==> src/rtl/core/lsd_pkg.sv <==
package lsd_pkg;

	localparam int LINE_LENGTH = 128;

	localparam int PIX_W   = 16;
	localparam int POS_W   = 7;
	localparam int SLOPE_W = 16;
	localparam int CNT_W   = $clog2(LINE_LENGTH);

	// Width used to form a position before it is cut to POS_W bits.
	localparam int PCALC_W = (CNT_W > POS_W) ? CNT_W : POS_W;

	localparam int BOX_LEN   = 7;
	localparam int TAPS      = BOX_LEN + 2;
	localparam int LEAD      = 4;
	localparam int EDGE_BAND = 5;
	localparam int TAIL_CNT  = 4;
	localparam int TAIL_W    = 3;

	// Sum of seven samples.
	localparam int SUM_W = PIX_W + 3;

	// floor(x / 7) = (x * RECIP) >> RECIP_SHIFT, exact for every x below 2**SUM_W.
	localparam int RECIP_SHIFT = SUM_W + 3;
	localparam int RECIP       = ((2 ** RECIP_SHIFT) + BOX_LEN - 1) / BOX_LEN;
	localparam int RECIP_W     = SUM_W + 1;
	localparam int PROD_W      = SUM_W + RECIP_W;

	typedef struct packed {
		logic [POS_W-1:0] pos;
		logic             band;
		logic             last;
	} lsd_ctl_t;

endpackage

==> src/rtl/core/lsd_front.sv <==
module lsd_front import lsd_pkg::*; (
	input  logic             clk,
	input  logic             arst_n,
	input  logic             in_valid,
	output logic             in_stall,
	input  logic [PIX_W-1:0] pixel_value,
	input  logic             take_s2,
	output logic             valid_s2,
	output lsd_ctl_t         ctl_s2,
	output logic [SUM_W-1:0] sum_a_s2,
	output logic [SUM_W-1:0] sum_b_s2
);

	localparam logic [CNT_W-1:0] CNT_LAST = CNT_W'(LINE_LENGTH - 1);
	localparam logic [CNT_W-1:0] CNT_BAND = CNT_W'(LEAD + EDGE_BAND);

	logic [PIX_W-1:0] taps_q [TAPS];
	logic [CNT_W-1:0] cnt_q;
	logic             valid_s1;
	lsd_ctl_t         ctl_s1;

	logic             s2_open;
	logic             s1_open;
	logic             accept;
	logic [PCALC_W-1:0] pos_full;
	logic [SUM_W-1:0] sum_a;
	logic [SUM_W-1:0] sum_b;

	assign s2_open  = !valid_s2 || take_s2;
	assign s1_open  = !valid_s1 || s2_open;
	assign in_stall = !s1_open;
	assign accept   = in_valid && s1_open;
	assign pos_full = PCALC_W'(cnt_q) - PCALC_W'(LEAD);

	// The tap line holds the nine samples around the position in stage one.
	always_ff @(posedge clk) begin
		if (accept) begin
			for (int k = 0; k < TAPS - 1; k++) begin
				taps_q[k] <= taps_q[k+1];
			end
			taps_q[TAPS-1] <= pixel_value;
			ctl_s1.pos  <= pos_full[POS_W-1:0];
			ctl_s1.band <= (cnt_q >= CNT_BAND) && (cnt_q != CNT_LAST);
			ctl_s1.last <= (cnt_q == CNT_LAST);
		end
	end

	always_ff @(posedge clk or negedge arst_n) begin
		if (!arst_n) begin
			cnt_q    <= '0;
			valid_s1 <= 1'b0;
		end else begin
			if (accept) begin
				cnt_q    <= (cnt_q == CNT_LAST) ? '0 : cnt_q + 1'b1;
				valid_s1 <= (cnt_q >= CNT_W'(LEAD));
			end else if (s2_open) begin
				valid_s1 <= 1'b0;
			end
		end
	end

	always_comb begin
		sum_a = '0;
		sum_b = '0;
		for (int k = 0; k < BOX_LEN; k++) begin
			sum_a = sum_a + SUM_W'(taps_q[k]);
			sum_b = sum_b + SUM_W'(taps_q[k+2]);
		end
	end

	always_ff @(posedge clk) begin
		if (s2_open && valid_s1) begin
			sum_a_s2 <= sum_a;
			sum_b_s2 <= sum_b;
			ctl_s2   <= ctl_s1;
		end
	end

	always_ff @(posedge clk or negedge arst_n) begin
		if (!arst_n) begin
			valid_s2 <= 1'b0;
		end else if (s2_open) begin
			valid_s2 <= valid_s1;
		end
	end

endmodule

==> src/rtl/core/line_smooth_derivative.sv <==
// Streaming smoothed derivative of one sensor line. Each word on the input is the next
// unsigned pixel of a LINE_LENGTH-pixel line; each output word carries the position, the
// difference of the 7-sample box averages left and right of it (saturated to signed
// 16 bits) and an end-of-line flag. Positions in the first and last five of a line read
// zero. Pixels are taken one per cycle while in_stall is low, through a three-register
// pipeline (tap line, sum stage, output register); each word passes from the tap line
// through the sum stage into the output register. The last pixel of a line releases five
// words; the output register issues the four extra zero words itself, one per cycle while
// out_stall is low. They overlap the first four pixels of the next line, which release no
// words, so no pixel waits on them unless a side stalls. No clearing pass follows reset.
module line_smooth_derivative import lsd_pkg::*; (
	input  logic                      clk,
	input  logic                      arst_n,
	input  logic                      in_valid,
	output logic                      in_stall,
	input  logic [PIX_W-1:0]          pixel_value,
	output logic                      out_valid,
	input  logic                      out_stall,
	output logic [POS_W-1:0]          position,
	output logic signed [SLOPE_W-1:0] slope_value,
	output logic                      end_of_line
);

	localparam logic [POS_W-1:0]   POS_LAST = POS_W'(LINE_LENGTH - 1);
	localparam logic [RECIP_W-1:0] RECIP_K  = RECIP_W'(RECIP);

	logic               valid_s2;
	lsd_ctl_t           ctl_s2;
	logic [SUM_W-1:0]   sum_a_s2;
	logic [SUM_W-1:0]   sum_b_s2;

	logic [TAIL_W-1:0]  tail_q;
	logic               out_load;
	logic [PROD_W-1:0]  prod_a;
	logic [PROD_W-1:0]  prod_b;
	logic [PIX_W-1:0]   avg_a;
	logic [PIX_W-1:0]   avg_b;
	logic signed [PIX_W:0] diff;
	logic signed [SLOPE_W-1:0] slope_sat;

	lsd_front u_front (
		.clk         (clk),
		.arst_n      (arst_n),
		.in_valid    (in_valid),
		.in_stall    (in_stall),
		.pixel_value (pixel_value),
		.take_s2     (out_load),
		.valid_s2    (valid_s2),
		.ctl_s2      (ctl_s2),
		.sum_a_s2    (sum_a_s2),
		.sum_b_s2    (sum_b_s2)
	);

	assign out_load = !out_valid || (!out_stall && (tail_q == '0));

	assign prod_a = PROD_W'(sum_a_s2) * PROD_W'(RECIP_K);
	assign prod_b = PROD_W'(sum_b_s2) * PROD_W'(RECIP_K);
	assign avg_a  = prod_a[RECIP_SHIFT +: PIX_W];
	assign avg_b  = prod_b[RECIP_SHIFT +: PIX_W];
	assign diff   = $signed({1'b0, avg_a}) - $signed({1'b0, avg_b});

	// The top two bits of the difference disagree only when it leaves the signed range.
	always_comb begin
		if (!diff[PIX_W] && diff[PIX_W-1]) begin
			slope_sat = {1'b0, {(SLOPE_W-1){1'b1}}};
		end else if (diff[PIX_W] && !diff[PIX_W-1]) begin
			slope_sat = {1'b1, {(SLOPE_W-1){1'b0}}};
		end else begin
			slope_sat = diff[SLOPE_W-1:0];
		end
	end

	// After the last pixel's word is taken, the register steps through the
	// trailing zero words of the line before it loads again.
	always_ff @(posedge clk) begin
		if (out_load && valid_s2) begin
			position    <= ctl_s2.pos;
			slope_value <= ctl_s2.band ? slope_sat : '0;
			end_of_line <= 1'b0;
		end else if (out_valid && !out_stall && (tail_q != '0)) begin
			position    <= position + 1'b1;
			slope_value <= '0;
			end_of_line <= (tail_q == TAIL_W'(1));
		end
	end

	always_ff @(posedge clk or negedge arst_n) begin
		if (!arst_n) begin
			out_valid <= 1'b0;
			tail_q    <= '0;
		end else if (out_load) begin
			out_valid <= valid_s2;
			tail_q    <= (valid_s2 && ctl_s2.last) ? TAIL_W'(TAIL_CNT) : '0;
		end else if (out_valid && !out_stall) begin
			tail_q <= tail_q - 1'b1;
		end
	end

	a_tail_held: assert property (@(posedge clk) disable iff (!arst_n)
		(tail_q != '0) |-> out_valid)
		else $error("trailing words pending without a valid output word");

	a_tail_zero: assert property (@(posedge clk) disable iff (!arst_n)
		(out_valid && !out_stall && (tail_q != '0)) |=> (out_valid && (slope_value == '0)))
		else $error("trailing word missing or nonzero");

	a_eol_word: assert property (@(posedge clk) disable iff (!arst_n)
		(out_valid && end_of_line) |-> ((position == POS_LAST) && (slope_value == '0)))
		else $error("end of line on a wrong word");

	a_no_load_in_tail: assert property (@(posedge clk) disable iff (!arst_n)
		(tail_q != '0) |-> !out_load)
		else $error("output register reloaded during trailing words");

endmodule
==> config.mk <==
export PLATFORM = sky130hd
export DESIGN_NAME = line_smooth_derivative
export DESIGN_NICKNAME = d
export VERILOG_FILES = /design/src/rtl/core/lsd_pkg.sv /design/src/rtl/core/lsd_front.sv /design/src/rtl/core/line_smooth_derivative.sv
export SDC_FILE = /design/constraint.sdc
export NUM_CORES = 1
export LEC_CHECK = 0
export ABC_CLOCK_PERIOD_IN_PS = 6500
export BUFFER_PORTS_ARGS = -buffer_cell sky130_fd_sc_hd__buf_4
export CAP_MARGIN = 10
export CORE_ASPECT_RATIO = 1.4
export CORE_MARGIN = 2
export CORE_UTILIZATION = 35
export CTS_BUF_LIST = sky130_fd_sc_hd__clkbuf_4
export DETAILED_ROUTE_END_ITERATION = 10
export GPL_TIMING_DRIVEN = 0
export SYNTH_ARGS = -nofsm -noshare
export SYNTH_HDL_FRONTEND = slang
export SYNTH_SLANG_ARGS = --single-unit
==> constraint.sdc <==
create_clock -name clk -period 6.5 [get_ports clk]
set_input_delay 1.3 -clock clk [delete_from_list [all_inputs] [get_ports clk]]
set_output_delay 1.3 -clock clk [all_outputs]
set_load 0.02 [all_outputs]
==> results of run 1 <==
## logic make-up after synthesis
logic type	after synthesis	share of synthesized area [%]
compound gates	340	9.57
xor+xnor	101	3.77
fa+ha+maj	636	42.1
buf+inv	536	8.57
flops	237	29.8
mux	4	0.180
simple gates	279	5.99
## state kept, by name, summed over array words and instances, names as in the netlist
| signal | count |
|---|---|
| u_front.taps_q | 144 |
| u_front.valid_s2 | 1 |
| end_of_line | 1 |
| tail_q | 3 |
| u_front.valid_s1 | 1 |
| out_valid | 1 |
| position | 7 |
| u_front.sum_a_s2 | 19 |
| u_front.cnt_q | 7 |
| slope_value | 16 |
| u_front.sum_b_s2 | 19 |
| u_front.ctl_s2 | 9 |
| u_front.ctl_s1 | 9 |
## metal layers
layer | GRT usage, % | routed length (um) | vias up
li1 | - | - | 7521
met1 | 15.6 | 19500 | 7556
met2 | 28.3 | 27100 | 255
met3 | 2.54 | 1620 | 91
met4 | 6.23 | 1450 | 0
met5 | 0 | 0 | -
## timing repair
action,CTS,global route
hold endpoints to repair,0,0
buffers inserted,36,29
resized for setup,48,61
hold buffers,0,0
gates cloned,3,0
endpoints found under the setup margin,19,19
pin swaps,26,46
## per-stage QoR
stage               cells  cell area [um^2]  TNS [ns]
floorplan            2133             23800     -2.78
global placement     3032             25200    -17.10
detailed placement   3035             25200    -19.42
CTS                  3191             26700    -12.69
global route         3221             27200    -15.11
finish               3224             27200    -10.93
## area by class of cell
class                           instances  area share (%)
Clock inverter                         28           0.667
Sequential cell                       237            25.9
Antenna cell                            4          0.0368
Clock buffer                           89            2.46
Multi-Input combinational cell       1360            56.0
Inverter                              521            7.19
Buffer                                 15           0.359
Tap cell                              855            3.93
Timing Repair Buffer                  115            3.44
## Yosys cell counts, types with 26 or more instances
library cell | instances | share of area, %
a21oi_1 | 107 | 2.3
nand2_1 | 63 | 1.0
ha_1 | 369 | 20
edfxtp_1 | 223 | 28
xnor2_1 | 60 | 2.2
a21o_1 | 50 | 1.6
fa_1 | 267 | 23
inv_1 | 521 | 8.3
nor2_1 | 56 | 0.89
o21ai_0 | 45 | 0.95
xor2_1 | 40 | 1.5
nand3_1 | 26 | 0.55
nor3_1 | 29 | 0.61
## path summary, 6_finish.rpt
path	start	endpoint	slack, ns	cells past startpoint
min in group clk	u_front.ctl_s1[7]	u_front.ctl_s2[7]	0.40	0
worst min register to register	u_front.ctl_s1[7]	u_front.ctl_s2[7]	0.40	0
max in group asynchronous	arst_n	u_front.cnt_q[1]	5.92	1
worst min-delay path	arst_n	u_front.valid_s1	0.34	1
worst max register to register	u_front.sum_a_s2[17]	slope_value[7]	-0.73	28
worst max-delay path	u_front.sum_a_s2[17]	slope_value[7]	-0.73	28
## cell usage in the layout, fill, tap and decap left out, types with 17 or more instances in the layout
master      n
a21o_1     50
a21oi_1    92
and3_1     19
buf_4     108
clkbuf_4   89
clkinv_1   17
edfxtp_1  223
fa_1      255
ha_1      346
inv_1     518
nand2_1    63
nand2b_1   18
nand3_1    25
nor2_1     55
nor3_1     27
o21ai_0    39
o21bai_1   17
xnor2_1    58
xor2_1     37
## worst max-delay path, delay by kind of cell, from the launching register on
family	cells	cell delay (ns)
fa+ha+maj	8	3.19
compound gates	10	1.50
simple gates	4	1.39
buf+inv	6	0.53
flops	1	0.43
==> flow_summary.yaml, run 1 <==
status:
  status: "complete, but fails checks"
  violations: "negative setup slack"
detailed_routing:
  dr_total_vias: 15400
  viasPerCell: 4.78
  wl_per_cell_um: 15.4
  route.detailed.drc: 0
  antenna_left: 0
  drt_pass1_iterations: 7
  routed_wl_um: 49700
  drt-initial-drc-count: 494
global_route:
  grt_pass1_wl_um: 82000
  grt_use_total_pct: 14.7
  grt_max_degree: 110
  grt_antenna_before_repair: 1
  grt_pass1_vias: 16900
  grt-ovfl-total: 0
sta:
  fmax_ghz: 0.138
  period_needed_ns: 7.23
  fin_skew_ns: 0.0791
  grt_setup_unrepaired: "yes"
  finalHoldViolations: 0
  maxSlewViolCount: 0
  max_slew_margin_pct: 57.7
  hold_ws_ns: 0.337
  tightest_slew_ns: 0.627
  fin_ws_ns: -0.729
  setup_viol_count_final: 16
  fin_crit_sh_pct: 111
cts:
  clockRootBuffer: "clkbuf_4"
  cts_buffers: 68
  clkSinkCount: 237
  htreeDepth: 3
  cts_tree: "done"
  path_clk_slew_ns: 0.07
  clock_latency_ns: 0.81
  cts_buffer_depth: 3
synth:
  synth-async-reset-ratio_pct: 5.49
  yosysSeqAreaShare_pct: 29.8
  synthCells: 2133
  synth-edff-count: 223
  ys_warn_count: 0
  ys.flop_type: "edfxtp_1"
  syn-num-nets: 2789
  ys_seq_elements: 237
  ys_types: 70
  syn_area_mm2: 0.0236
  avgSynthCellArea_um2: 11.1
floorplan:
  dieArea_mm2: 0.0697
  coreArea_mm2: 0.0667
  die_h_um: 312
  io_pins: 46
  start_util_pct: 35.4
  die_w_um: 224
  rows: 112
finish:
  drive_gt1_share_pct: 14.5
  regArea_mm2: 0.00704
  syn_to_final_growth_pct: 15.0
  fin_nets: 2974
  nFillCells: 6381
  final_util_pct: 40.8
  multi_input_area_mm2: 0.0152
setup_path:
  startpoint_type: "register"
  cp_slowest_cell: "fa_1"
  crit_type: "reg2reg"
  cpPeakStageDelay_ns: 0.53
  timing.critical_path.mode_cell: "fa_1"
  cp.required_ns: 7.11
  cp-end-kind: "register"
  worstPathArrival_ns: 7.84
  cp_max_fo: 6
placed_design:
  place.gp.congestion: 0.859
  place_ws_ns: -1.27
  dp_hpwl_um: 40000
  port_buffers: 44
worst_hold_path:
  worstHoldPathType: "in2async"
run:
  cap_violations: 0
Power of run 1 is left out: the tool's default activity adds up to more than one toggle a clock period on the data nets, which glitch-free logic cannot reach.
==> run 2: changes to the inputs <==
--- a/config.mk
+++ b/config.mk
@@ -7,13 +7,14 @@
 export LEC_CHECK = 0
 export ABC_CLOCK_PERIOD_IN_PS = 6500
 export BUFFER_PORTS_ARGS = -buffer_cell sky130_fd_sc_hd__buf_4
-export CAP_MARGIN = 10
+export CAP_MARGIN = 0
 export CORE_ASPECT_RATIO = 1.4
 export CORE_MARGIN = 2
 export CORE_UTILIZATION = 35
 export CTS_BUF_LIST = sky130_fd_sc_hd__clkbuf_4
 export DETAILED_ROUTE_END_ITERATION = 10
 export GPL_TIMING_DRIVEN = 0
+export SETUP_SLACK_MARGIN = 0.05
 export SYNTH_ARGS = -nofsm -noshare
 export SYNTH_HDL_FRONTEND = slang
 export SYNTH_SLANG_ARGS = --single-unit
==> run 2 against run 1 <==
The run still ends with negative setup slack left; wire length is essentially flat; largest cell class unchanged; clock-buffer cell count unchanged; sequential cell count unchanged; non-clock buffer count stayed put; first-iteration DRC count shrank 0.81%; sequential share of layout area barely moved; clock skew rose by 0.0017 ns; final cell count did not move; fmax about the same; via count about the same; register-to-register slack about the same.
==> flow_summary.yaml, run 2 (synthesis results as in run 1) <==
finish:
  regMostFlops: "u_front.taps_q"
  final_cells: 3224
  layout_commonest_cell: "inv_1"
  drive_gt1_share_pct: 14.5
  mostFrequentLayoutCells: "517 x inv_1, 346 x ha_1, 255 x fa_1, 223 x edfxtp_1, 108 x buf_4"
  syn_to_final_growth_pct: 15.1
  largest_reg_flops: 144
  largestRegisters: "u_front.taps_q (144), u_front.sum_a_s2 (19), u_front.sum_b_s2 (19)"
  fin_nets: 2974
floorplan:
  die_h_um: 312
  start_util_pct: 35.4
  dieArea_mm2: 0.0697
  coreArea_mm2: 0.0667
  die_w_um: 224
  io_pins: 46
  rows: 112
detailed_routing:
  dr_total_vias: 15400
  viasPerCell: 4.79
  routed_wl_um: 49800
  antenna_left: 0
  route.detailed.drc: 0
  drt-initial-drc-count: 490
  wl_per_cell_um: 15.4
  drt_pass1_iterations: 7
global_route:
  grt_use_total_pct: 14.7
  grt_antenna_before_repair: 1
  grt_max_degree: 110
  grt-ovfl-total: 0
  grt_pass1_vias: 16900
  grt_pass1_wl_um: 82000
sta:
  max_slew_margin_pct: 57.7
  tightest_slew_ns: 0.627
  grt_setup_unrepaired: "yes"
  setup_viol_count_final: 16
  fin_ws_ns: -0.726
  maxSlewViolCount: 0
  finalHoldViolations: 0
  period_needed_ns: 7.23
  fin_skew_ns: 0.0808
  fin_crit_sh_pct: 111
  fmax_ghz: 0.138
cts:
  cts_buffers: 68
  path_clk_slew_ns: 0.06
  clockRootBuffer: "clkbuf_4"
  clkSinkCount: 237
  clock_latency_ns: 0.81
  cts_tree: "done"
  htreeDepth: 3
  cts_buffer_depth: 3
placed_design:
  port_buffers: 44
  dp_hpwl_um: 40000
  dp.cells: 3035
  place.gp.congestion: 0.859
setup_path:
  worstPathArrival_ns: 7.84
  cpPeakStageDelay_ns: 0.53
  timing.critical_path.mode_cell: "fa_1"
  cp_slowest_cell: "fa_1"
  cp_max_fo: 6
  crit_type: "reg2reg"
  cp.required_ns: 7.11
  cp-end-kind: "register"
  startpoint_type: "register"
run:
  cap_violations: 0
status:
  status: "complete, but fails checks"
  violations: "negative setup slack"
worst_hold_path:
  worstHoldPathType: "in2async"
-- run 2: cell count changes in the layout (fill, tap and decap cells not counted) --
cell | previous run | this run
inv_1 | 518 | 517
inv_2 | 4 | 5
o41ai_2 | 1 | 0
o41ai_4 | 1 | 2
-- run 2: critical path, delay by kind of cell, from the launching register on --
kind	cells	cell delay, ns
and+or+nand+nor	4	1.39
buffers and inverters	6	0.53
adders and majority gates	8	3.19
DFF	1	0.43
AOI/OAI and AO/OA	10	1.50
-- run 2: stage by stage --
stage / utilization [%] / hold WS [ns] / TNS, ns / instance area (um^2) / setup WS (ns)
final: 40.8 / 0.333 / -10.86 / 27200 / -0.726
after global routing: 40.8 / 0.270 / -15.11 / 27200 / -1.02
after CTS: 40.0 / 0.222 / -12.69 / 26700 / -0.842
after detailed placement: 37.8 / 0.408 / -19.42 / 25200 / -1.27
after global placement: 37.7 / 0.406 / -17.10 / 25200 / -1.11
after floorplan: - / 0.400 / -2.78 / 23800 / -0.220
-- run 2: path summary, 6_finish.rpt --
path | start | end | slack (ns) | cells after the start
max | u_front.sum_a_s2[17] | slope_value[7] | -0.73 | 28
min | arst_n | u_front.valid_s1 | 0.33 | 1
max reg2reg | u_front.sum_a_s2[17] | slope_value[7] | -0.73 | 28
min reg2reg | u_front.ctl_s1[7] | u_front.ctl_s2[7] | 0.40 | 0
max in group asynchronous | arst_n | u_front.cnt_q[1] | 5.92 | 1
min in group clk | u_front.ctl_s1[7] | u_front.ctl_s2[7] | 0.40 | 0
-- run 2: area by class of cell --
type	count	area (um^2)
diodes	4	10.0
plain buffers	15	97.6
clock buffers	89	668
clock inverters	28	181
fillers	6381	39500
inverters	521	1960
multi-input cells	1360	15200
flip-flops and latches	237	7040
well taps	855	1070
repair buffers	115	935
-- run 2: repair_timing --
item,CTS,global route
pin swaps,26,46
hold buffers,0,0
resized for setup,49,62
endpoints found under the setup margin,20,19
buffers inserted,36,29
cloned,3,0
-- run 2: routing by layer --
metal	up-vias	global-route usage, %	wire (um)
met5	-	0	0
met1	7562	15.6	19500
met2	263	28.3	27100
met3	91	2.54	1670
li1	7521	-	-
met4	0	6.20	1450
Power of run 2 is left out for the same reason.
